$ cat src/rtl/assert_macros.svh
// Assertion macros for the RTL of the saturation adjust block.
// No dependencies; define SYNTHESIS to compile the checks out.
`ifndef ASSERT_MACROS_SVH
`define ASSERT_MACROS_SVH
`ifndef SYNTHESIS
// Concurrent check, masked while reset is asserted.
`define PSA_ASSERT(lbl, clk, rstn, prop) \
	lbl: assert property (@(posedge clk) disable iff (!(rstn)) (prop)) \
		else $error("assertion failed");
// Concurrent check, active during reset as well.
`define PSA_ASSERT_ALWAYS(lbl, clk, prop) \
	lbl: assert property (@(posedge clk) (prop)) \
		else $error("assertion failed");
`else
`define PSA_ASSERT(lbl, clk, rstn, prop)
`define PSA_ASSERT_ALWAYS(lbl, clk, prop)
`endif
`endif

$ cat src/rtl/psa_pkg.sv
// Package for the pixel saturation adjust block: pixel types and constants.
// No dependencies.
`default_nettype none
package psa_pkg;

	localparam int PIX_W                 = 8;
	localparam int FACTOR_W              = 16;
	localparam int FACTOR_FRAC_BITS_DEF  = 8;
	localparam int CFG_INDEX_W           = 2;
	localparam int CFG_DATA_W            = FACTOR_W;

	// BT.601 luma weights, 14 fraction bits
	localparam int LUMA_SHIFT = 14;
	localparam int LUMA_SUM_W = 22;
	localparam logic [13:0] LUMA_WB = 14'd1868;
	localparam logic [13:0] LUMA_WG = 14'd9617;
	localparam logic [13:0] LUMA_WR = 14'd4899;

	localparam logic [15:0] FACTOR_ONE_DEF = 16'd256;

	typedef logic [PIX_W-1:0] pix_t;

	typedef struct packed {
		pix_t blue;
		pix_t green;
		pix_t red;
	} pix3_t;

	typedef enum logic [CFG_INDEX_W-1:0] {
		REG_SATURATION_FACTOR = 2'd0,
		REG_GRAY_ONLY_MODE    = 2'd1
	} cfg_reg_t;

endpackage
`default_nettype wire

$ cat src/rtl/psa_luma.sv
// Luma stages of the saturation adjust pipeline: weighted sum, then rounding.
// Depends on psa_pkg.
`default_nettype none
module psa_luma (
	input  wire logic          clk,
	input  wire logic          adv,
	input  wire psa_pkg::pix3_t pix,
	output psa_pkg::pix_t      y_s2,
	output psa_pkg::pix3_t     pix_s2
);
	import psa_pkg::*;

	logic [LUMA_SUM_W-1:0] sum_s1;
	logic [LUMA_SUM_W-1:0] sum_next;
	logic [LUMA_SUM_W-1:0] sum_rnd;
	pix3_t                 pix_s1;

	assign sum_next = LUMA_SUM_W'(LUMA_WB) * LUMA_SUM_W'(pix.blue)
	                + LUMA_SUM_W'(LUMA_WG) * LUMA_SUM_W'(pix.green)
	                + LUMA_SUM_W'(LUMA_WR) * LUMA_SUM_W'(pix.red);

	// round half up; the sum stays below 2^22 even with the offset
	assign sum_rnd = sum_s1 + (LUMA_SUM_W'(1) << (LUMA_SHIFT - 1));

	always_ff @(posedge clk) begin
		if (adv) begin
			sum_s1 <= sum_next;
			pix_s1 <= pix;
			y_s2   <= sum_rnd[LUMA_SHIFT +: PIX_W];
			pix_s2 <= pix_s1;
		end
	end

endmodule
`default_nettype wire

$ cat src/rtl/psa_blend.sv
// One channel of the blend: product stage, then scale, round and clamp.
// Depends on psa_pkg.
`default_nettype none
module psa_blend #(
	parameter int FRAC_BITS = psa_pkg::FACTOR_FRAC_BITS_DEF
) (
	input  wire logic                        clk,
	input  wire logic                        adv,
	input  wire psa_pkg::pix_t               c_s2,
	input  wire psa_pkg::pix_t               y_s2,
	input  wire logic [psa_pkg::FACTOR_W-1:0] factor,
	output psa_pkg::pix_t                    res
);
	import psa_pkg::*;

	localparam int DIFF_W = PIX_W + 1;
	localparam int PROD_W = FACTOR_W + 1 + DIFF_W;
	localparam int T_W    = PROD_W + 1;

	logic signed [DIFF_W-1:0] diff;
	logic signed [PROD_W-1:0] prod_s3;
	pix_t                     y_s3;
	logic signed [T_W-1:0]    y_sc;
	logic signed [T_W-1:0]    half;
	logic signed [T_W-1:0]    t;

	assign diff = $signed({1'b0, c_s2}) - $signed({1'b0, y_s2});

	always_ff @(posedge clk) begin
		if (adv) begin
			prod_s3 <= $signed({1'b0, factor}) * diff;
			y_s3    <= y_s2;
		end
	end

	assign y_sc = T_W'(y_s3) << FRAC_BITS;
	assign half = T_W'(1) << (FRAC_BITS - 1);
	assign t    = y_sc + T_W'(prod_s3) + half;

	// clamp: negative to zero, anything past the top level to full scale
	always_comb begin
		if (t[T_W-1]) begin
			res = '0;
		end else if (|t[T_W-2:FRAC_BITS+PIX_W]) begin
			res = '1;
		end else begin
			res = t[FRAC_BITS +: PIX_W];
		end
	end

endmodule
`default_nettype wire

$ cat src/rtl/psa_skid.sv
// Output register with a skid entry; decouples the pipeline from out_stall.
// Depends on psa_pkg and assert_macros.svh.
`default_nettype none
`include "assert_macros.svh"
module psa_skid (
	input  wire logic           clk,
	input  wire logic           arst_n,
	input  wire logic           pipe_valid,
	input  wire psa_pkg::pix3_t pipe_data,
	output logic                adv,
	output logic                out_valid,
	output psa_pkg::pix3_t      out_data,
	input  wire logic           out_stall
);
	import psa_pkg::*;

	logic  skid_valid_q;
	pix3_t skid_data_q;
	logic  held;

	assign adv  = !skid_valid_q;
	assign held = out_valid && out_stall;

	always_ff @(posedge clk or negedge arst_n) begin
		if (!arst_n) begin
			out_valid    <= 1'b0;
			skid_valid_q <= 1'b0;
		end else if (held) begin
			if (adv && pipe_valid) begin
				skid_valid_q <= 1'b1;
			end
		end else if (skid_valid_q) begin
			out_valid    <= 1'b1;
			skid_valid_q <= 1'b0;
		end else begin
			out_valid <= pipe_valid;
		end
	end

	always_ff @(posedge clk) begin
		if (held) begin
			if (adv && pipe_valid) begin
				skid_data_q <= pipe_data;
			end
		end else if (skid_valid_q) begin
			out_data <= skid_data_q;
		end else begin
			out_data <= pipe_data;
		end
	end

	`PSA_ASSERT(a_skid_needs_out, clk, arst_n, skid_valid_q |-> out_valid)
	`PSA_ASSERT(a_skid_fill_cause, clk, arst_n, $rose(skid_valid_q) |-> $past(held))
	`PSA_ASSERT(a_drain_keeps_out, clk, arst_n, (skid_valid_q && !out_stall) |=> out_valid)

endmodule
`default_nettype wire

$ cat src/rtl/pixel_saturation_adjust_core.sv
// Top level of the pixel saturation adjust block: config registers,
// valid pipeline and gray bypass. Depends on psa_pkg, psa_luma, psa_blend, psa_skid.
//
//  channel   signals                                    transfer when
//  input     in_valid, in_stall, blue/green/red_in      in_valid && !in_stall
//  output    out_valid, out_stall, blue/green/red_out   out_valid && !out_stall
//  config    cfg_we, cfg_index, cfg_data                cfg_we
//
// One pixel per clock sustained while out_stall and the skid entry allow it;
// a transaction accepted at an edge passes four register stages (luma sum,
// luma round, product, output register) before out_valid rises.
// Reset clears the valid bits, the skid entry and the registers to factor
// one and color mode. A stall on the output fills the skid entry, and only a
// full skid entry raises in_stall, which freezes every pipeline stage.
`default_nettype none
module pixel_saturation_adjust_core #(
	parameter int FACTOR_FRAC_BITS = psa_pkg::FACTOR_FRAC_BITS_DEF
) (
	input  wire logic                           clk,
	input  wire logic                           arst_n,
	input  wire logic                           in_valid,
	output logic                                in_stall,
	input  wire psa_pkg::pix_t                  blue_in,
	input  wire psa_pkg::pix_t                  green_in,
	input  wire psa_pkg::pix_t                  red_in,
	output logic                                out_valid,
	input  wire logic                           out_stall,
	output psa_pkg::pix_t                       blue_out,
	output psa_pkg::pix_t                       green_out,
	output psa_pkg::pix_t                       red_out,
	input  wire logic                           cfg_we,
	input  wire logic [psa_pkg::CFG_INDEX_W-1:0] cfg_index,
	input  wire logic [psa_pkg::CFG_DATA_W-1:0]  cfg_data
);
	import psa_pkg::*;

	logic [FACTOR_W-1:0] factor_q;
	logic                gray_q;

	logic  adv;
	logic  v_s1, v_s2, v_s3;
	logic  g_s1, g_s2, g_s3;
	pix3_t pix_in;
	pix3_t pix_s2;
	pix3_t pix_s3;
	pix_t  y_s2;
	pix3_t blend_res;
	pix3_t pipe_data;
	pix3_t out_data;

	// configuration registers; to be written only while the block is idle, which the block itself does not enforce
	always_ff @(posedge clk or negedge arst_n) begin
		if (!arst_n) begin
			factor_q <= FACTOR_W'(1) << FACTOR_FRAC_BITS;
			gray_q   <= 1'b0;
		end else if (cfg_we) begin
			case (cfg_reg_t'(cfg_index))
				REG_SATURATION_FACTOR: factor_q <= cfg_data;
				REG_GRAY_ONLY_MODE:    gray_q   <= cfg_data[0];
				default: ;
			endcase
		end
	end

	// a full skid entry is the only back pressure
	assign in_stall = !adv;

	// advance valid bits alongside the data; hold all of them on a freeze
	always_ff @(posedge clk or negedge arst_n) begin
		if (!arst_n) begin
			v_s1 <= 1'b0;
			v_s2 <= 1'b0;
			v_s3 <= 1'b0;
		end else if (adv) begin
			v_s1 <= in_valid;
			v_s2 <= v_s1;
			v_s3 <= v_s2;
		end
	end

	// gray flag and raw pixel ride along for the bypass
	always_ff @(posedge clk) begin
		if (adv) begin
			g_s1   <= gray_q;
			g_s2   <= g_s1;
			g_s3   <= g_s2;
			pix_s3 <= pix_s2;
		end
	end

	assign pix_in = '{blue: blue_in, green: green_in, red: red_in};

	psa_luma u_luma (
		.clk    (clk),
		.adv    (adv),
		.pix    (pix_in),
		.y_s2   (y_s2),
		.pix_s2 (pix_s2)
	);

	psa_blend #(.FRAC_BITS(FACTOR_FRAC_BITS)) u_blend_b (
		.clk    (clk),
		.adv    (adv),
		.c_s2   (pix_s2.blue),
		.y_s2   (y_s2),
		.factor (factor_q),
		.res    (blend_res.blue)
	);

	psa_blend #(.FRAC_BITS(FACTOR_FRAC_BITS)) u_blend_g (
		.clk    (clk),
		.adv    (adv),
		.c_s2   (pix_s2.green),
		.y_s2   (y_s2),
		.factor (factor_q),
		.res    (blend_res.green)
	);

	psa_blend #(.FRAC_BITS(FACTOR_FRAC_BITS)) u_blend_r (
		.clk    (clk),
		.adv    (adv),
		.c_s2   (pix_s2.red),
		.y_s2   (y_s2),
		.factor (factor_q),
		.res    (blend_res.red)
	);

	// gray-only pixels pass through untouched
	assign pipe_data = g_s3 ? pix_s3 : blend_res;

	psa_skid u_skid (
		.clk        (clk),
		.arst_n     (arst_n),
		.pipe_valid (v_s3),
		.pipe_data  (pipe_data),
		.adv        (adv),
		.out_valid  (out_valid),
		.out_data   (out_data),
		.out_stall  (out_stall)
	);

	assign blue_out  = out_data.blue;
	assign green_out = out_data.green;
	assign red_out   = out_data.red;

endmodule
`default_nettype wire

$ cat config.mk
export PLATFORM = sky130hd
export DESIGN_NAME = pixel_saturation_adjust_core
export DESIGN_NICKNAME = d
export VERILOG_FILES = /design/src/rtl/psa_pkg.sv /design/src/rtl/psa_luma.sv /design/src/rtl/psa_blend.sv /design/src/rtl/psa_skid.sv /design/src/rtl/pixel_saturation_adjust_core.sv
export VERILOG_INCLUDE_DIRS = /design/src /design/src/rtl
export SDC_FILE = /design/constraint.sdc
export NUM_CORES = 2
export LEC_CHECK = 0
export BUFFER_PORTS_ARGS = -buffer_cell sky130_fd_sc_hd__buf_2
export CAP_MARGIN = 20
export CORE_MARGIN = 2
export CORE_UTILIZATION = 50
export CTS_CLUSTER_SIZE = 24
export DETAILED_ROUTE_END_ITERATION = 6
export PLACE_DENSITY = 0.76
export SETUP_SLACK_MARGIN = 0.2
export SYNTH_ARGS = -nofsm -noshare
export SYNTH_HDL_FRONTEND = slang
export SYNTH_SLANG_ARGS = --single-unit
$ cat constraint.sdc
create_clock -name clk -period 13.95 [get_ports clk]
set_clock_uncertainty 0.05 [all_clocks]
set_input_delay 2.79 -clock clk [delete_from_list [all_inputs] [get_ports clk]]
set_output_delay 2.79 -clock clk [all_outputs]
set_load 0.03 [all_outputs]
==> impl_metrics.env <==
export IMPL_critPathArrivalTime_ps=9780
export IMPL_cp_required_ps=14210
export IMPL_tritoncts="yes"
export IMPL_grt_pass1_wl_um=110000
export IMPL_port_buffers=72
export IMPL_critPathKind="input port to register"
export IMPL_start_util=0.509
export IMPL_drive_gt1_frac=0.0759
export IMPL_yosysMostFrequentCell="inv_1"
export IMPL_post_cts_setup_buffer_count=0
export IMPL_syn_nets=3612
export IMPL_ys_types=71
export IMPL_hold_class="register to register"
export IMPL_layout_min_cycle_time_ps=9520
export IMPL_syn_avg_cell_area_um2=10.3
export IMPL_end_kind="register"
export IMPL_core_um2=56600
export IMPL_clock_path_buffers=3
export IMPL_rsz0062_at_grt="false"
export IMPL_dr_pass1_iters=6
export IMPL_synth_commonest_cells="inv_1 (483), fa_1 (387), ha_1 (377)"
export IMPL_clk_pin_slew_worst_paths_ps=60
export IMPL_slowest_delay_ps=610
export IMPL_grt_usage=0.233
export IMPL_crit_fanout=7
export IMPL_cp_common_cell="fa_1"
export IMPL_n_antenna_cell=0
export IMPL_dieArea_um2=59500
export IMPL_finalCritPeriodShare=0.682
export IMPL_synthTopCellsByArea="fa_1 (27%), edfxtp_1 (21%), ha_1 (16%)"
export IMPL_cts_resized=0
export IMPL_nFillCells=4885
export IMPL_slew_limit_headroom=0.250
export IMPL_reg2regPathDepth=28
export IMPL_drt_iter0_markers=1370
export IMPL_drcViolationCount=0
export IMPL_fin_nets=3664
export IMPL_hold_viol_final=0
export IMPL_overflow=0
export IMPL_worst_pin_slew_ps=1120
export IMPL_root_buffer="clkbuf_16"
export IMPL_cap_violations=0
export IMPL_status="finished clean"
export IMPL_fin_setup_tns_ps=0
export IMPL_yosysWarnings=0
export IMPL_ys_async_sr_fraction=0.0969
export IMPL_synth_top_flop_cell="edfxtp_1"
export IMPL_grt_max_degree=100
export IMPL_wl_um=68300
export IMPL_seq_area_um2=6710
export IMPL_design_area_um2=31000
export IMPL_place_congestion=0.944
export IMPL_netlist_area_leader_share=0.269
export IMPL_routedWlPerCell_um=18.8
export IMPL_syn_to_final_growth_pct=7.69
export IMPL_setup_viol=0
export IMPL_clkSinkCount=227
export IMPL_numCtsBuffers=27
export IMPL_slew_viol_final=0
export IMPL_antenna_found_initial=1
export IMPL_viasPerCell=5.58
export IMPL_yosys_area_top_type="fa_1"
export IMPL_slowest_stage="or4b_2"
export IMPL_ioPinCount=73
export IMPL_htreeDepth=1
export IMPL_core_rowCount=87
export IMPL_netlist_area_um2=28800
export IMPL_dpl_hpwl_um=53800
export IMPL_vias=20234
export IMPL_synth_edf_count=205
export IMPL_grt_pass1_vias=21531
export IMPL_die_y_um=244
export IMPL_whs_path_depth=0
export IMPL_dpl_cell_area_um2=30000
export IMPL_postRouteAntennaNets=0
export IMPL_syn_inst=2801
export IMPL_die_x_um=244
export IMPL_yosysSeqAreaShare=0.233
export IMPL_start_kind="input port"
export IMPL_clk_latency_ps=570
export IMPL_max_freq_ghz=0.105
export IMPL_ys_ff_latch=227
export IMPL_multi_input_area_um2=19900
export IMPL_cts_hold_buf=0
[worst max-delay path, delay by kind of cell]
family | cells | cell delay, ps
fa+ha+maj | 10 | 4150
xor+xnor | 2 | 220
buf+inv | 5 | 340
compound gates | 5 | 980
simple gates | 7 | 1280
[final cells by class]
class	instances	share of cell area
flip-flops and latches	227	0.216
clock buffers	32	0.0224
inverters	483	0.0586
multi-input cells	2000	0.643
clock inverters	17	0.00589
well taps	756	0.0305
repair buffers	114	0.0230
[path summary, 6_finish.rpt]
| check | startpoint | to | slack [ps] |
|---|---|---|---|
| max | blue_in[5] | u_luma.sum_s1[20]$_DFFE_PN_ | 4430 |
| min | g_s2$_DFFE_PN_ | g_s3$_DFFE_PN_ | 360 |
| max reg2reg | u_luma.y_s2[1]$_DFFE_PN_ | u_blend_g.prod_s3[25]$_DFFE_PN_ | 5810 |
| min reg2reg | g_s2$_DFFE_PN_ | g_s3$_DFFE_PN_ | 360 |
| max in group asynchronous | arst_n | v_s2$_DFFE_PN0N_ | 11230 |
| min in group asynchronous | arst_n | factor_q[7]$_DFFE_PN0P_ | 2200 |
[flip-flops by register name, summed over array words and instances, names as in the netlist, 8 cells and up]
register and count:
factor_q 16, pix_s3 24, u_blend_b.prod_s3 19, u_blend_g.prod_s3 19, u_blend_g.y_s3 8, u_blend_r.prod_s3 19
u_luma.pix_s1 24, u_luma.pix_s2 24, u_luma.sum_s1 9, u_luma.y_s2 8, u_skid.out_data 24, u_skid.skid_data_q 24
[cells by family after synthesis]
group | after synthesis | synth area share
multiplexers | 26 | 0.00991
adder cells (fa/ha/maj) | 764 | 0.433
AO/OA/AOI/OAI | 312 | 0.0722
AND/OR/NAND/NOR | 787 | 0.143
XOR/XNOR | 111 | 0.0338
buffers and inverters | 574 | 0.0749
flip-flops | 227 | 0.233
[per-stage QoR]
stage | cells | hold slack (ps) | setup slack [ps] | utilization
floorplan | 2801 | 350 | 4500 | -
global placement | 3575 | 351 | 3990 | 0.531
detailed placement | 3575 | 355 | 3870 | 0.531
CTS | 3624 | 360 | 4450 | 0.546
global route | 3629 | 374 | 4020 | 0.548
finish | 3629 | 361 | 4430 | 0.548
[cell usage in the layout, fill, tap and decap left out, drive strengths merged, types with 12 or more instances in the layout]
master,synthesis,final
a211oi,13,13
a21boi,16,16
a21o,17,17
a21oi,56,56
and2,157,157
and3,26,26
buf,1,114
clkbuf,90,32
dfrtp,21,21
edfxtp,205,205
fa,387,387
ha,377,377
inv,483,486
mux2,20,20
nand2,183,183
nand2b,95,95
nand3,35,35
nand4,12,12
nor2,139,139
nor2b,31,31
nor3,29,29
nor3b,17,17
o21a,30,30
o21ai,87,87
or2,25,25
xnor2,79,79
xor2,32,32
[metal layers]
layer | global-route usage | routed length, um | vias to the layer above
met5 | 0 | 0 | -
met4 | 0.102 | 3150 | 0
met3 | 0.0270 | 3490 | 171
met2 | 0.411 | 34000 | 582
met1 | 0.289 | 27600 | 10235
li1 | - | - | 9246
Power is left out: the tool's default activity adds up to more than one toggle a clock period on the data nets, which glitch-free logic cannot reach.
